## src/sv/skh_pkg.sv

```systemverilog
// ----------------------------------------------------------------------------
// skh_pkg
// shared types, constants and round functions of the siphash-1-3 unit
// ----------------------------------------------------------------------------
package skh_pkg;

   localparam logic [63:0] SIP_C0 = 64'h736f6d6570736575;
   localparam logic [63:0] SIP_C1 = 64'h646f72616e646f6d;
   localparam logic [63:0] SIP_C2 = 64'h6c7967656e657261;
   localparam logic [63:0] SIP_C3 = 64'h7465646279746573;

   localparam logic [63:0] KEY_LOW_RESET  = 64'h0706050403020100;
   localparam logic [63:0] KEY_HIGH_RESET = 64'h0f0e0d0c0b0a0908;
   localparam logic [63:0] FINAL_XOR      = 64'h00000000000000ff;

   localparam logic [3:0]  FULL_WORD_BYTES = 4'd8;
   localparam int          BACK_STAGES     = 4;   // tail round plus three final rounds

   // configuration register indexes
   localparam logic CSR_KEY_LOW  = 1'b0;
   localparam logic CSR_KEY_HIGH = 1'b1;

   typedef struct packed {
      logic [63:0] a;
      logic [63:0] b;
      logic [63:0] c;
      logic [63:0] d;
   } lanes_type;

   // one finished message waiting for finalization
   typedef struct packed {
      lanes_type   lanes;
      logic [63:0] tail;
      logic        empty;
   } entry_type;

   typedef struct packed {
      logic not_empty;
      logic full;
   } queue_status_type;

   function automatic logic [63:0] rotl(input logic [63:0] x, input int unsigned n);
      rotl = (x << n) | (x >> (64 - n));
   endfunction

   function automatic lanes_type sip_round(input lanes_type v);
      lanes_type r;
      r = v;
      r.a = r.a + r.b; r.b = rotl(r.b, 13); r.b = r.b ^ r.a; r.a = rotl(r.a, 32);
      r.c = r.c + r.d; r.d = rotl(r.d, 16); r.d = r.d ^ r.c;
      r.a = r.a + r.d; r.d = rotl(r.d, 21); r.d = r.d ^ r.a;
      r.c = r.c + r.b; r.b = rotl(r.b, 17); r.b = r.b ^ r.c; r.c = rotl(r.c, 32);
      return r;
   endfunction

   function automatic lanes_type sip_compress(input lanes_type v, input logic [63:0] m);
      lanes_type r;
      r   = v;
      r.d = r.d ^ m;
      r   = sip_round(r);
      r.a = r.a ^ m;
      return r;
   endfunction

   function automatic lanes_type init_lanes(input logic [63:0] k0, input logic [63:0] k1);
      lanes_type r;
      r.a = k0 ^ SIP_C0;
      r.b = k1 ^ SIP_C1;
      r.c = k0 ^ SIP_C2;
      r.d = k1 ^ SIP_C3;
      return r;
   endfunction

   // keeps the low count bytes of a word
   function automatic logic [63:0] byte_mask(input logic [3:0] count);
      logic [63:0] m;
      m = '0;
      for (int i = 0; i < 8; i++) begin
         if (4'(i) < count) begin
            m[i*8 +: 8] = 8'hff;
         end
      end
      return m;
   endfunction

endpackage

```

## src/sv/skh_queue.sv

```systemverilog
// ----------------------------------------------------------------------------
// skh_queue
// short fifo of finished messages between front and back
// ----------------------------------------------------------------------------
module skh_queue #(
   parameter int DEPTH = 2
) (
   input  logic                      clock,
   input  logic                      reset,
   input  logic                      push,
   input  skh_pkg::entry_type        push_entry,
   input  logic                      pop,
   output skh_pkg::entry_type        head,
   output skh_pkg::queue_status_type status
);
   import skh_pkg::*;

   localparam int PTR_W   = (DEPTH > 1) ? $clog2(DEPTH) : 1;
   localparam int COUNT_W = $clog2(DEPTH + 1);

   entry_type            slots_ff [DEPTH];
   logic [PTR_W-1:0]     wr_ptr_ff, wr_ptr_in;
   logic [PTR_W-1:0]     rd_ptr_ff, rd_ptr_in;
   logic [COUNT_W-1:0]   count_ff, count_in;

   assign head             = slots_ff[rd_ptr_ff];
   assign status.not_empty = (count_ff != '0);
   assign status.full      = (count_ff == COUNT_W'(DEPTH));

   always_comb begin
      wr_ptr_in = wr_ptr_ff;
      rd_ptr_in = rd_ptr_ff;
      count_in  = count_ff;
      if (push) begin
         wr_ptr_in = (wr_ptr_ff == PTR_W'(DEPTH - 1)) ? '0 : wr_ptr_ff + 1'b1;
      end
      if (pop) begin
         rd_ptr_in = (rd_ptr_ff == PTR_W'(DEPTH - 1)) ? '0 : rd_ptr_ff + 1'b1;
      end
      if (push && !pop) begin
         count_in = count_ff + 1'b1;
      end else if (pop && !push) begin
         count_in = count_ff - 1'b1;
      end
   end

   always_ff @(posedge clock) begin
      if (push) begin
         slots_ff[wr_ptr_ff] <= push_entry;
      end
      if (reset) begin
         wr_ptr_ff <= '0;
         rd_ptr_ff <= '0;
         count_ff  <= '0;
      end else begin
         wr_ptr_ff <= wr_ptr_in;
         rd_ptr_ff <= rd_ptr_in;
         count_ff  <= count_in;
      end
   end

   a_no_overflow: assert property (@(posedge clock) disable iff (reset)
      status.full |-> !push)
      else $error("queue written while full");
   a_no_underflow: assert property (@(posedge clock) disable iff (reset)
      pop |-> status.not_empty)
      else $error("queue read while empty");

endmodule

```

## config.mk

```make
export PLATFORM = sky130hd
export DESIGN_NAME = skh_queue
export DESIGN_NICKNAME = d
export VERILOG_FILES = /design/src/sv/skh_pkg.sv /design/src/sv/skh_queue.sv
export SDC_FILE = /design/constraint.sdc
export NUM_CORES = 1
export LEC_CHECK = 0
export ABC_AREA = 1
export BUFFER_PORTS_ARGS = -buffer_cell sky130_fd_sc_hd__buf_2
export CAP_MARGIN = 10
export CORE_AREA = 5 5 250 252
export CTS_CLUSTER_SIZE = 30
export DETAILED_ROUTE_END_ITERATION = 8
export DIE_AREA = 0 0 255 257
export GPL_TIMING_DRIVEN = 0
export PLACE_DENSITY = 0.65
export SYNTH_ARGS = -nofsm -noshare
export SYNTH_HDL_FRONTEND = slang
export SYNTH_SLANG_ARGS = --single-unit
```

## constraint.sdc

```tcl
create_clock -name clock -period 20.8 [get_ports clock]
set_clock_uncertainty 0.05 [all_clocks]
set_input_delay 2.08 -clock clock [delete_from_list [all_inputs] [get_ports clock]]
set_output_delay 2.08 -clock clock [all_outputs]
set_load 0.02 [all_outputs]
```

==> results of run 1 <==
[registers in the layout, indices dropped and copies added (netlist names), named ones only]
register and count:
count_ff 2, rd_ptr_ff 1, slots_ff 642, wr_ptr_ff 1
[power groups by stage]
stage	logic, mW	registers [mW]	clock network (mW)
after floorplan	0.279	1.58	0
after global placement	0.421	1.60	0
after detailed placement	0.435	1.56	0
after CTS	0.436	1.53	1.26
after global routing	0.452	1.53	1.32
final	0.428	1.53	1.22
[critical path, stage by stage]
cell and delay (ns):
buf_2 0.12, inv_1 0.07, nor2_4 0.63, buf_16 0.26, buf_12 0.24, buf_12 0.24, buf_12 0.25, buf_12 0.23
buf_12 0.21
[placed cells by master, fill, tap and decap left out]
cell | synthesis | routed
nand3_1 | 1 | 1
dfxtp_1 | 5 | 5
mux2_4 | 290 | 290
inv_1 | 9 | 8
buf_2 | 3 | 650
a21oi_1 | 1 | 1
ha_1 | 1 | 1
bufinv_16 | 0 | 9
diode_2 | 0 | 13
nor3_1 | 1 | 1
buf_16 | 0 | 4
inv_8 | 0 | 2
xnor2_1 | 1 | 1
nand2_1 | 6 | 6
nor2_1 | 6 | 5
buf_8 | 10 | 10
nor2_4 | 0 | 1
clkinv_1 | 0 | 15
clkinv_8 | 0 | 3
mux2_2 | 31 | 31
clkinv_2 | 0 | 11
clkinv_4 | 0 | 1
inv_6 | 0 | 4
edfxtp_1 | 642 | 642
o21ai_0 | 1 | 1
clkbuf_1 | 0 | 11
buf_12 | 22 | 31
nand4_1 | 1 | 1
clkbuf_16 | 0 | 70
buf_6 | 1 | 1
[logic make-up after synthesis]
logic type | share of synthesized area, %
XOR/XNOR | 0.0353
AND/OR/NAND/NOR | 0.247
buffers and inverters | 2.62
multiplexers | 18.9
AO/OA/AOI/OAI | 0.0403
flip-flops | 78.1
adder cells (fa/ha/maj) | 0.0504
[routing by layer]
layer / GRT usage [%] / vias to the layer above / share of wire (%)
met5: 0 / - / 0.26
met4: 6.10 / 20 / 2.7
met3: 6.73 / 122 / 10
met2: 29.1 / 459 / 53
met1: 17.3 / 6139 / 34
li1: - / 5606 / -
[metrics by stage]
step | cell area, um2 | hold WS (ns) | total power [mW] | utilization, %
4_1_cts | 31600 | 0.473 | 3.22 | 52.8
6_report | 31700 | 0.465 | 3.18 | 52.8
2_1_floorplan | 24800 | 0.430 | 1.86 | -
3_3_place_gp | 29000 | 0.446 | 2.02 | 48.5
5_1_grt | 31600 | 0.517 | 3.30 | 52.8
3_5_place_dp | 29300 | 0.450 | 1.99 | 49.0
[cell type report]
class / instances / area [um2] / area share (%)
Clock inverter: 44 / 485 / 1.53
Inverter: 9 / 41.3 / 0.130
Clock buffer: 81 / 1790 / 5.66
Antenna cell: 13 / 32.5 / 0.103
Tap cell: 782 / 978 / 3.09
Timing Repair Buffer: 660 / 3530 / 11.1
Buffer: 36 / 617 / 1.95
Sequential cell: 647 / 19400 / 61.2
Multi-Input combinational cell: 340 / 4800 / 15.2
[final timing paths]
kind                                   endpoint  slack, ns  cells past startpoint
worst min register to register        rd_ptr_ff       0.47                      2
worst max-delay path            slots_ff[0][33]      16.63                      9
worst max register to register  slots_ff[0][33]      17.94                      7
worst min-delay path                  rd_ptr_ff       0.47                      2
==> flow_metrics.tcl, run 1 <==
set metrics [dict create \
    status "finished clean" \
    slew_headroom_pct 45.0 \
    dp_cells 2474 \
    layout-drive-gt1-share_pct 61.5 \
    cts_resized 0 \
    yosysUniqueCellTypes 18 \
    initial_utilization_pct 41.4 \
    gp_congestion 0.799 \
    slew_viol_final 0 \
    synth-edff-count 642 \
    instances_no_fill 2612 \
    worstSkewPairLatency_ns 0.58 \
    r2r_start "wr_ptr_ff" \
    setup_viol 0 \
    clock_sinks 647 \
    seq_area_frac_synth_pct 78.1 \
    p_sw_share_pct 23.3 \
    ys_seq_elements 647 \
    area_growth_pct 27.5 \
    arrival_ns 4.38 \
    cts_tree "done" \
    core_area_um2 59900 \
    initialDrtViolationCount 669 \
    port-buffer-count 647 \
    p_per_area_nw_per_um2 100 \
    switchingPower_mw 0.741 \
    num_vias 12300 \
    fin_crit_sh_pct 20.0 \
    worstMarginPinSlew_ns 0.823 \
    dieHeight_um 257 \
    hp-class "flip-flop to flip-flop" \
    first_pass_iters 5 \
    hold_buffers 0 \
    route.detailed.drc 0 \
    grt_pass1_wl_mm 80.8 \
    synth_most_common_cell "edfxtp_1" \
    pwr-share-seq_pct 48.0 \
    hold_start "rd_ptr_ff" \
    synthFlopType "edfxtp_1" \
    crit_path_start_kind "input port" \
    root_buffer "clkbuf_16" \
    synth_top_cell_by_area "edfxtp_1" \
    cts.path.max_buffers 3 \
    clkSlewWorstSetupHoldPaths_ns 0.06 \
    post_cts_buffers 0 \
    htree_levels 3 \
    fmax_mhz 240 \
    cp-end-kind "flip-flop" \
    fp.dieW_um 255 \
    nFillCells 4837 \
    synth-warning-count 0 \
    synth_top_area_share_pct 77.7 \
    die_area_um2 65500 \
    grt_start_max_net_pins 116 \
    critPathKind "input port to flip-flop" \
    critical_path_required_ns 21.01 \
    avgSynthCellArea_um2 24.1 \
    rsz0062_at_grt "false" \
    wl_mm 56.3 \
    ioPinCount 648 \
    fin_ws_ns 16.63 \
    min_period_ns 4.17 \
    startpoint "push" \
    syn_nets 1358 \
    cap_violations 0 \
    synthCells 1032 \
    syn-cell-area_um2 24800 \
    hold_viol 0 \
    drt-wirelength-per-cell_um 21.5 \
    p_leak_nw 12.5 \
    vdd_ir_drop_max_v 0.0000839 \
    antenna_found_initial 23 \
    combPwrFrac_pct 13.5 \
    internal-power_mw 2.44 \
    ys_top_cells_by_count "edfxtp_1 (642), mux2_4 (290), mux2_2 (31), buf_12 (22), buf_8 (10)" \
    cp_max_fo 32 \
    track_usage_pct 16.4 \
    async_reset_ff_share_pct 0 \
    post-dp-hpwl_mm 41.4 \
    finalSetupTns_ns 0 \
    fin_nets 2089 \
    pre_cts_slack_ns 16.00 \
    ant_nets 0 \
    grt_pass1_vias 13100 \
    core.rowCount 90 \
    p_clk_share_pct 38.5 \
    cts_made_buffers 69 \
    vias_per_cell 4.73 \
    synth_area_leaders "edfxtp_1 (78%), mux2_4 (18%), buf_12 (1.8%)" \
    overflow 0 \
]
No activity file was read; power rests on OpenSTA's default activity.
==> inputs of run 2 (changes only) <==
==> constraint.sdc (replaced) <==
create_clock -name clock -period 4.15 [get_ports clock]
set_clock_uncertainty 0.05 [all_clocks]
set_input_delay 0.415 -clock clock [delete_from_list [all_inputs] [get_ports clock]]
set_output_delay 0.415 -clock clock [all_outputs]
set_load 0.02 [all_outputs]
==> run 2 against run 1 <==
Combinational power increased to 5.7 times the previous value. Via count increased by 11%. Register-to-register slack got worse by 17 ns. Clock power increased to 4.7 times the previous value. Sequential share of layout area decreased by 5.6 points. Non-clock buffer count increased by 330. Critical path depth decreased by 2. First-iteration DRC count decreased by 6.4%. Worst hold slack got worse by 0.38 ns. Cell count increased by 12%. Sequential power increased to 5.0 times the previous value. Critical path type is now flip-flop to flip-flop.
==> flow_metrics.tcl, run 2 (synthesis gave the netlist of run 1 again) <==
set metrics [dict create \
    cap_violations 0 \
    core_area_um2 59900 \
    fmax_mhz 359 \
    largest_register_ff_count 642 \
    instances_no_fill 2934 \
    ioPinCount 648 \
    wl_mm 61.7 \
    worstSkewPairLatency_ns 0.57 \
    status "finished clean" \
    slew_headroom_pct 51.2 \
    root_buffer "clkbuf_16" \
    post-dp-hpwl_mm 42.9 \
    p_per_area_nw_per_um2 455 \
    clkSlewWorstSetupHoldPaths_ns 0.06 \
    ant_nets 0 \
    worstMarginPinSlew_ns 0.731 \
    fin_nets 2420 \
    cp_max_fo 31 \
    initialDrtViolationCount 626 \
    hp-class "input port to flip-flop" \
    hold_viol 0 \
    cts_made_buffers 70 \
    overflow 0 \
    hold_depth 3 \
    vdd_ir_drop_max_v 0.000411 \
    cp-end-kind "flip-flop" \
    r2r_start "wr_ptr_ff" \
    critical_path_required_ns 4.38 \
    reg_top3 "slots_ff (642), count_ff (2)" \
    power.total_mw 15.8 \
    first_pass_iters 4 \
    min_period_ns 2.78 \
    hold_slack_ns 0.0866 \
    layout-drive-gt1-share_pct 52.1 \
    dp_cells 2482 \
    slew_viol_final 0 \
    hold_path_end "rd_ptr_ff" \
    initial_utilization_pct 41.4 \
    layout_common_cells "buf_2 (650), edfxtp_1 (642), dlygate4sd3_1 (322)" \
    grt_pass1_wl_mm 91.0 \
    hold_start "pop" \
    crit_path_start_kind "flip-flop" \
    clock_sinks 647 \
    fp.dieW_um 255 \
    p_leak_nw 13.8 \
    dieHeight_um 257 \
    top_register "slots_ff" \
    fin_ws_ns 1.37 \
    gp_congestion 0.769 \
    pre_cts_slack_ns 0.918 \
    route.detailed.drc 0 \
    timing.rr.end "slots_ff[0][38]" \
    grt_start_max_net_pins 41 \
    rsz0062_at_grt "false" \
    cts.path.max_buffers 3 \
    finalSetupTns_ns 0 \
    fin_crit_sh_pct 67.1 \
    htree_levels 3 \
    vias_per_cell 4.66 \
    die_area_um2 65500 \
    final_common_cell "buf_2" \
    cts_tree "done" \
    setup_viol 0 \
    track_usage_pct 18.2 \
    num_vias 13700 \
    grt_pass1_vias 15200 \
    port-buffer-count 647 \
    critPathKind "flip-flop to flip-flop" \
    post_cts_buffers 0 \
    ff2ff_path_depth 7 \
    reg2reg_setup_slack_ns 1.37 \
    arrival_ns 3.01 \
    drt-wirelength-per-cell_um 21.0 \
    area_growth_pct 40.4 \
    core.rowCount 90 \
    antenna_found_initial 6 \
]
run 2: cell types whose count changed in the layout (fill, tap and decap cells not counted), sizes merged:
cell / change
dlygate4sd3: +322
clkbuf: +9
diode: -9
buf: +8
bufinv: -6
clkinv: -3
clkinvlp: +3
inv: -2
run 2: area by class of cell:
cell class	instances	area [um2]
buffer	36	617
clock buffer	90	1830
antenna	4	10.0
tap	782	978
inverter	9	50.0
clock inverter	36	267
multi-input combinational	340	4820
fill	4445	25100
timing repair buffer	990	6900
sequential	647	19400
run 2: worst max-delay path, stage by stage, from the launching register on:
cell and delay [ns]:
dfxtp_2 0.36, nor2_4 0.57, buf_12 0.30, buf_12 0.23
buf_12 0.23, buf_16 0.20, buf_12 0.23, buf_12 0.24
run 2: worst max path at each step:
stage                     startpoint          endpoint  slack (ns)  depth (start not counted)
after detailed placement        push   slots_ff[0][82]        0.92                          9
after global routing       wr_ptr_ff  slots_ff[0][109]        1.19                          7
after global placement          push   slots_ff[1][30]       -4.87                          3
final                      wr_ptr_ff   slots_ff[0][38]        1.37                          7
after floorplan                 push    slots_ff[1][0]       -1.56                          2
after CTS                  wr_ptr_ff  slots_ff[0][101]        1.30                          7
run 2: power breakdown:
group          total [mW]  switching, mW  internal [mW]
sequential           7.66         0.0839           7.58
clock                5.73           2.43           3.30
combinational        2.45           1.26           1.19
total                15.8           3.78           12.1
run 2: layer usage:
metal | up-vias | share of wire (%) | track usage, %
met5 | - | 0.023 | 0
met4 | 2 | 2.6 | 5.96
met3 | 98 | 7.0 | 5.14
met2 | 452 | 54 | 33.2
met1 | 6855 | 36 | 20.4
li1 | 6258 | - | -
run 2: timing repair:
action | in CTS | in global routing
gates resized for setup | 0 | 0
endpoints found under the hold margin | 645 | 0
hold buffers | 322 | 0
run 2: stage by stage:
step | utilization (%) | area [um2]
global placement | 48.5 | 29100
floorplan | - | 24900
finish | 58.2 | 34900
detailed placement | 49.3 | 29500
global route | 58.2 | 34800
CTS | 58.2 | 34800
==> inputs of run 3 (changes only) <==
--- a/config.mk
+++ b/config.mk
@@ -8,12 +8,13 @@
 export ABC_AREA = 1
 export BUFFER_PORTS_ARGS = -buffer_cell sky130_fd_sc_hd__buf_2
 export CAP_MARGIN = 10
-export CORE_AREA = 5 5 250 252
+export CORE_ASPECT_RATIO = 0.6
+export CORE_MARGIN = 5
+export CORE_UTILIZATION = 48
 export CTS_CLUSTER_SIZE = 30
 export DETAILED_ROUTE_END_ITERATION = 8
-export DIE_AREA = 0 0 255 257
 export GPL_TIMING_DRIVEN = 0
-export PLACE_DENSITY = 0.65
+export PLACE_DENSITY = 0.76
 export SYNTH_ARGS = -nofsm -noshare
 export SYNTH_HDL_FRONTEND = slang
 export SYNTH_SLANG_ARGS = --single-unit
==> constraint.sdc (replaced) <==
create_clock -name clock -period 2.3 [get_ports clock]
set_clock_uncertainty 0.05 [all_clocks]
set_input_delay 0.23 -clock clock [delete_from_list [all_inputs] [get_ports clock]]
set_output_delay 0.23 -clock clock [all_outputs]
set_load 0.02 [all_outputs]
==> run 3 against run 2 <==
Register-to-register slack got worse by 1.2 ns. Count of clock-buffer cells in the layout fell by 16. Sequential power is 80% higher. Total power increased by 78%. Utilization is 9.6 points higher. Global-route usage increased by 2.9 points. Flip-flop and latch count unchanged. Via count rose by 1.7%. Worst setup slack got worse by 1.3 ns. Highest routed layer is now met4. Worst hold slack gained 0.21 ns.
==> flow_metrics.tcl, run 3 (synthesis gave the netlist of run 1 again) <==
set metrics [dict create \
    worstSkewPairLatency_ns 0.58 \
    num_vias 13900 \
    fmax_mhz 446 \
    cpMaxStageDelayCell "dfxtp_2" \
    hold_viol 0 \
    p_per_area_nw_per_um2 813 \
    fp.dieW_um 304 \
    dieHeight_um 186 \
    track_usage_pct 21.1 \
    hp-class "input port to flip-flop" \
    combPwrFrac_pct 15.7 \
    cts_made_buffers 58 \
    clock_sinks 647 \
    initialDrtViolationCount 694 \
    ant_nets 0 \
    root_buffer "clkbuf_16" \
    first_pass_iters 5 \
    fin_crit_sh_pct 97.5 \
    vias_per_cell 4.90 \
    arrival_ns 1.96 \
    fin_nets 2411 \
    vdd_ir_drop_max_v 0.000683 \
    clkSlewWorstSetupHoldPaths_ns 0.07 \
    initial_utilization_pct 48.6 \
    grt_pass1_wl_mm 90.5 \
    reg_top3 "slots_ff (642), count_ff (2)" \
    largest_register_ff_count 642 \
    port-buffer-count 647 \
    cp-end-kind "output port" \
    cap_violations 0 \
    setup_viol 0 \
    top_register "slots_ff" \
    p_clk_share_pct 35.1 \
    worstMarginPinSlew_ns 0.777 \
    drt-wirelength-per-cell_um 22.1 \
    critPathKind "flip-flop to output port" \
    hold_depth 3 \
    instances_no_fill 2838 \
    cp_max_fo 10 \
    core_area_um2 51100 \
    grt_start_max_net_pins 43 \
    overflow 0 \
    hold_start "push" \
    rsz0062_at_grt "true" \
    path_cells "buf_8 -> buf_12 -> buf_12 -> mux2_4 -> buf_2" \
    antenna_found_initial 12 \
    cts_tree "done" \
    final_common_cell "buf_2" \
    die_area_um2 56500 \
    htree_levels 2 \
    layout_common_cells "buf_2 (645), edfxtp_1 (642), dlygate4sd3_1 (325)" \
    dp_cells 2391 \
    crit_path_start_kind "flip-flop" \
    layout-drive-gt1-share_pct 52.4 \
    gp_congestion 0.818 \
    p_sw_share_pct 23.8 \
    wl_mm 62.8 \
    nFillCells 3233 \
    internal-power_mw 21.4 \
    pwr-share-seq_pct 49.2 \
    hold_path_end "slots_ff[0][310]" \
    ff2ff_path_depth 5 \
    switchingPower_mw 6.69 \
    power.total_mw 28.1 \
    seqCellArea_um2 19400 \
    slew_viol_final 0 \
    core.rowCount 64 \
    route.detailed.drc 0 \
    area_growth_pct 39.4 \
    status "finished clean" \
    slowest_delay_ns 0.33 \
    crit_path_frequent_cell "buf_12" \
    timing.rr.end "slots_ff[1][64]" \
    utilization_pct 67.7 \
    grt_pass1_vias 15200 \
    p_leak_nw 13.7 \
    r2r_start "wr_ptr_ff" \
    critPathBufInv 4 \
    ioPinCount 648 \
    post-dp-hpwl_mm 40.5 \
    cts.path.max_buffers 3 \
    crit_family "buffers and inverters" \
    min_period_ns 2.24 \
    slew_headroom_pct 48.2 \
    critical_path_required_ns 2.02 \
    multi_input_area_um2 4810 \
    reg2reg_setup_slack_ns 0.17 \
]
==> run 3: changes by cell type in the layout (fill, tap and decap cells not counted), sizes merged, moves of 4 or more <==
cell,delta
bufinv,+4
clkbuf,-15
clkinv,-9
clkinvlp,+4
diode,+10
==> run 3: through the flow <==
step,area (um2),hold slack (ns),setup slack [ns],TNS (ns)
floorplan,24800,0.252,-3.36,-2115.87
global placement,28900,0.367,-6.12,-3805.65
detailed placement,29300,0.371,-0.304,-12.04
CTS,34500,0.215,0.00786,0
global route,34600,0.282,-0.0252,-0.405
finish,34600,0.293,0.0580,0
==> run 3: worst reg2reg max path: stages, from the launching register on <==
cell,delay [ns]
dfxtp_2,0.42
nand2_2,0.09
clkinvlp_4,0.41
buf_12,0.26
buf_12,0.28
buf_12,0.27
==> run 3: layer usage <==
| metal | vias to the layer above | track usage (%) | share of wire (%) |
|---|---|---|---|
| li1 | 6247 | - | - |
| met1 | 6961 | 24.1 | 36 |
| met2 | 557 | 39.1 | 54 |
| met3 | 138 | 5.15 | 6.9 |
| met4 | 0 | 7.40 | 3.6 |
| met5 | - | 0 | 0 |
==> run 3: power groups by stage <==
stage                     clock (mW)  sequential, mW  combinational, mW
after floorplan                    0            14.1               2.53
after global placement             0            14.2               3.76
after detailed placement           0            14.1               3.92
after CTS                       10.0            13.8               4.42
after global routing            10.6            13.9               4.64
final                           9.88            13.8               4.43
==> run 3: area by class of cell <==
class                      count  area share, %
clock buffer                  74           4.55
tap                          693           2.51
timing repair buffer         992           19.9
clock inverter                32           1.03
buffer                        36           1.87
multi-input combinational    341           13.9
inverter                       9          0.108
antenna                       14          0.101
sequential                   647           56.0
==> run 3: what timing repair did <==
item	in CTS	in global routing
gates resized for setup	7	5
pin swaps	1	1
endpoints found under the hold margin	647	0
endpoints found under the setup margin	58	166
gates cloned	1	0
hold buffers	325	0
buffers inserted	0	1
==> run 3: worst max path at each step <==
| stage | startpoint | to | slack [ns] | cells after the start |
|---|---|---|---|---|
| after floorplan | wr_ptr_ff | slots_ff[1][0] | -3.36 | 2 |
| after global placement | push | slots_ff[1][36] | -6.12 | 3 |
| after detailed placement | push | slots_ff[0][88] | -0.30 | 7 |
| after CTS | flip-flop | head[142] | 0.008 | 5 |
| after global routing | flip-flop | head[153] | -0.03 | 5 |
| final | flip-flop | head[158] | 0.06 | 5 |
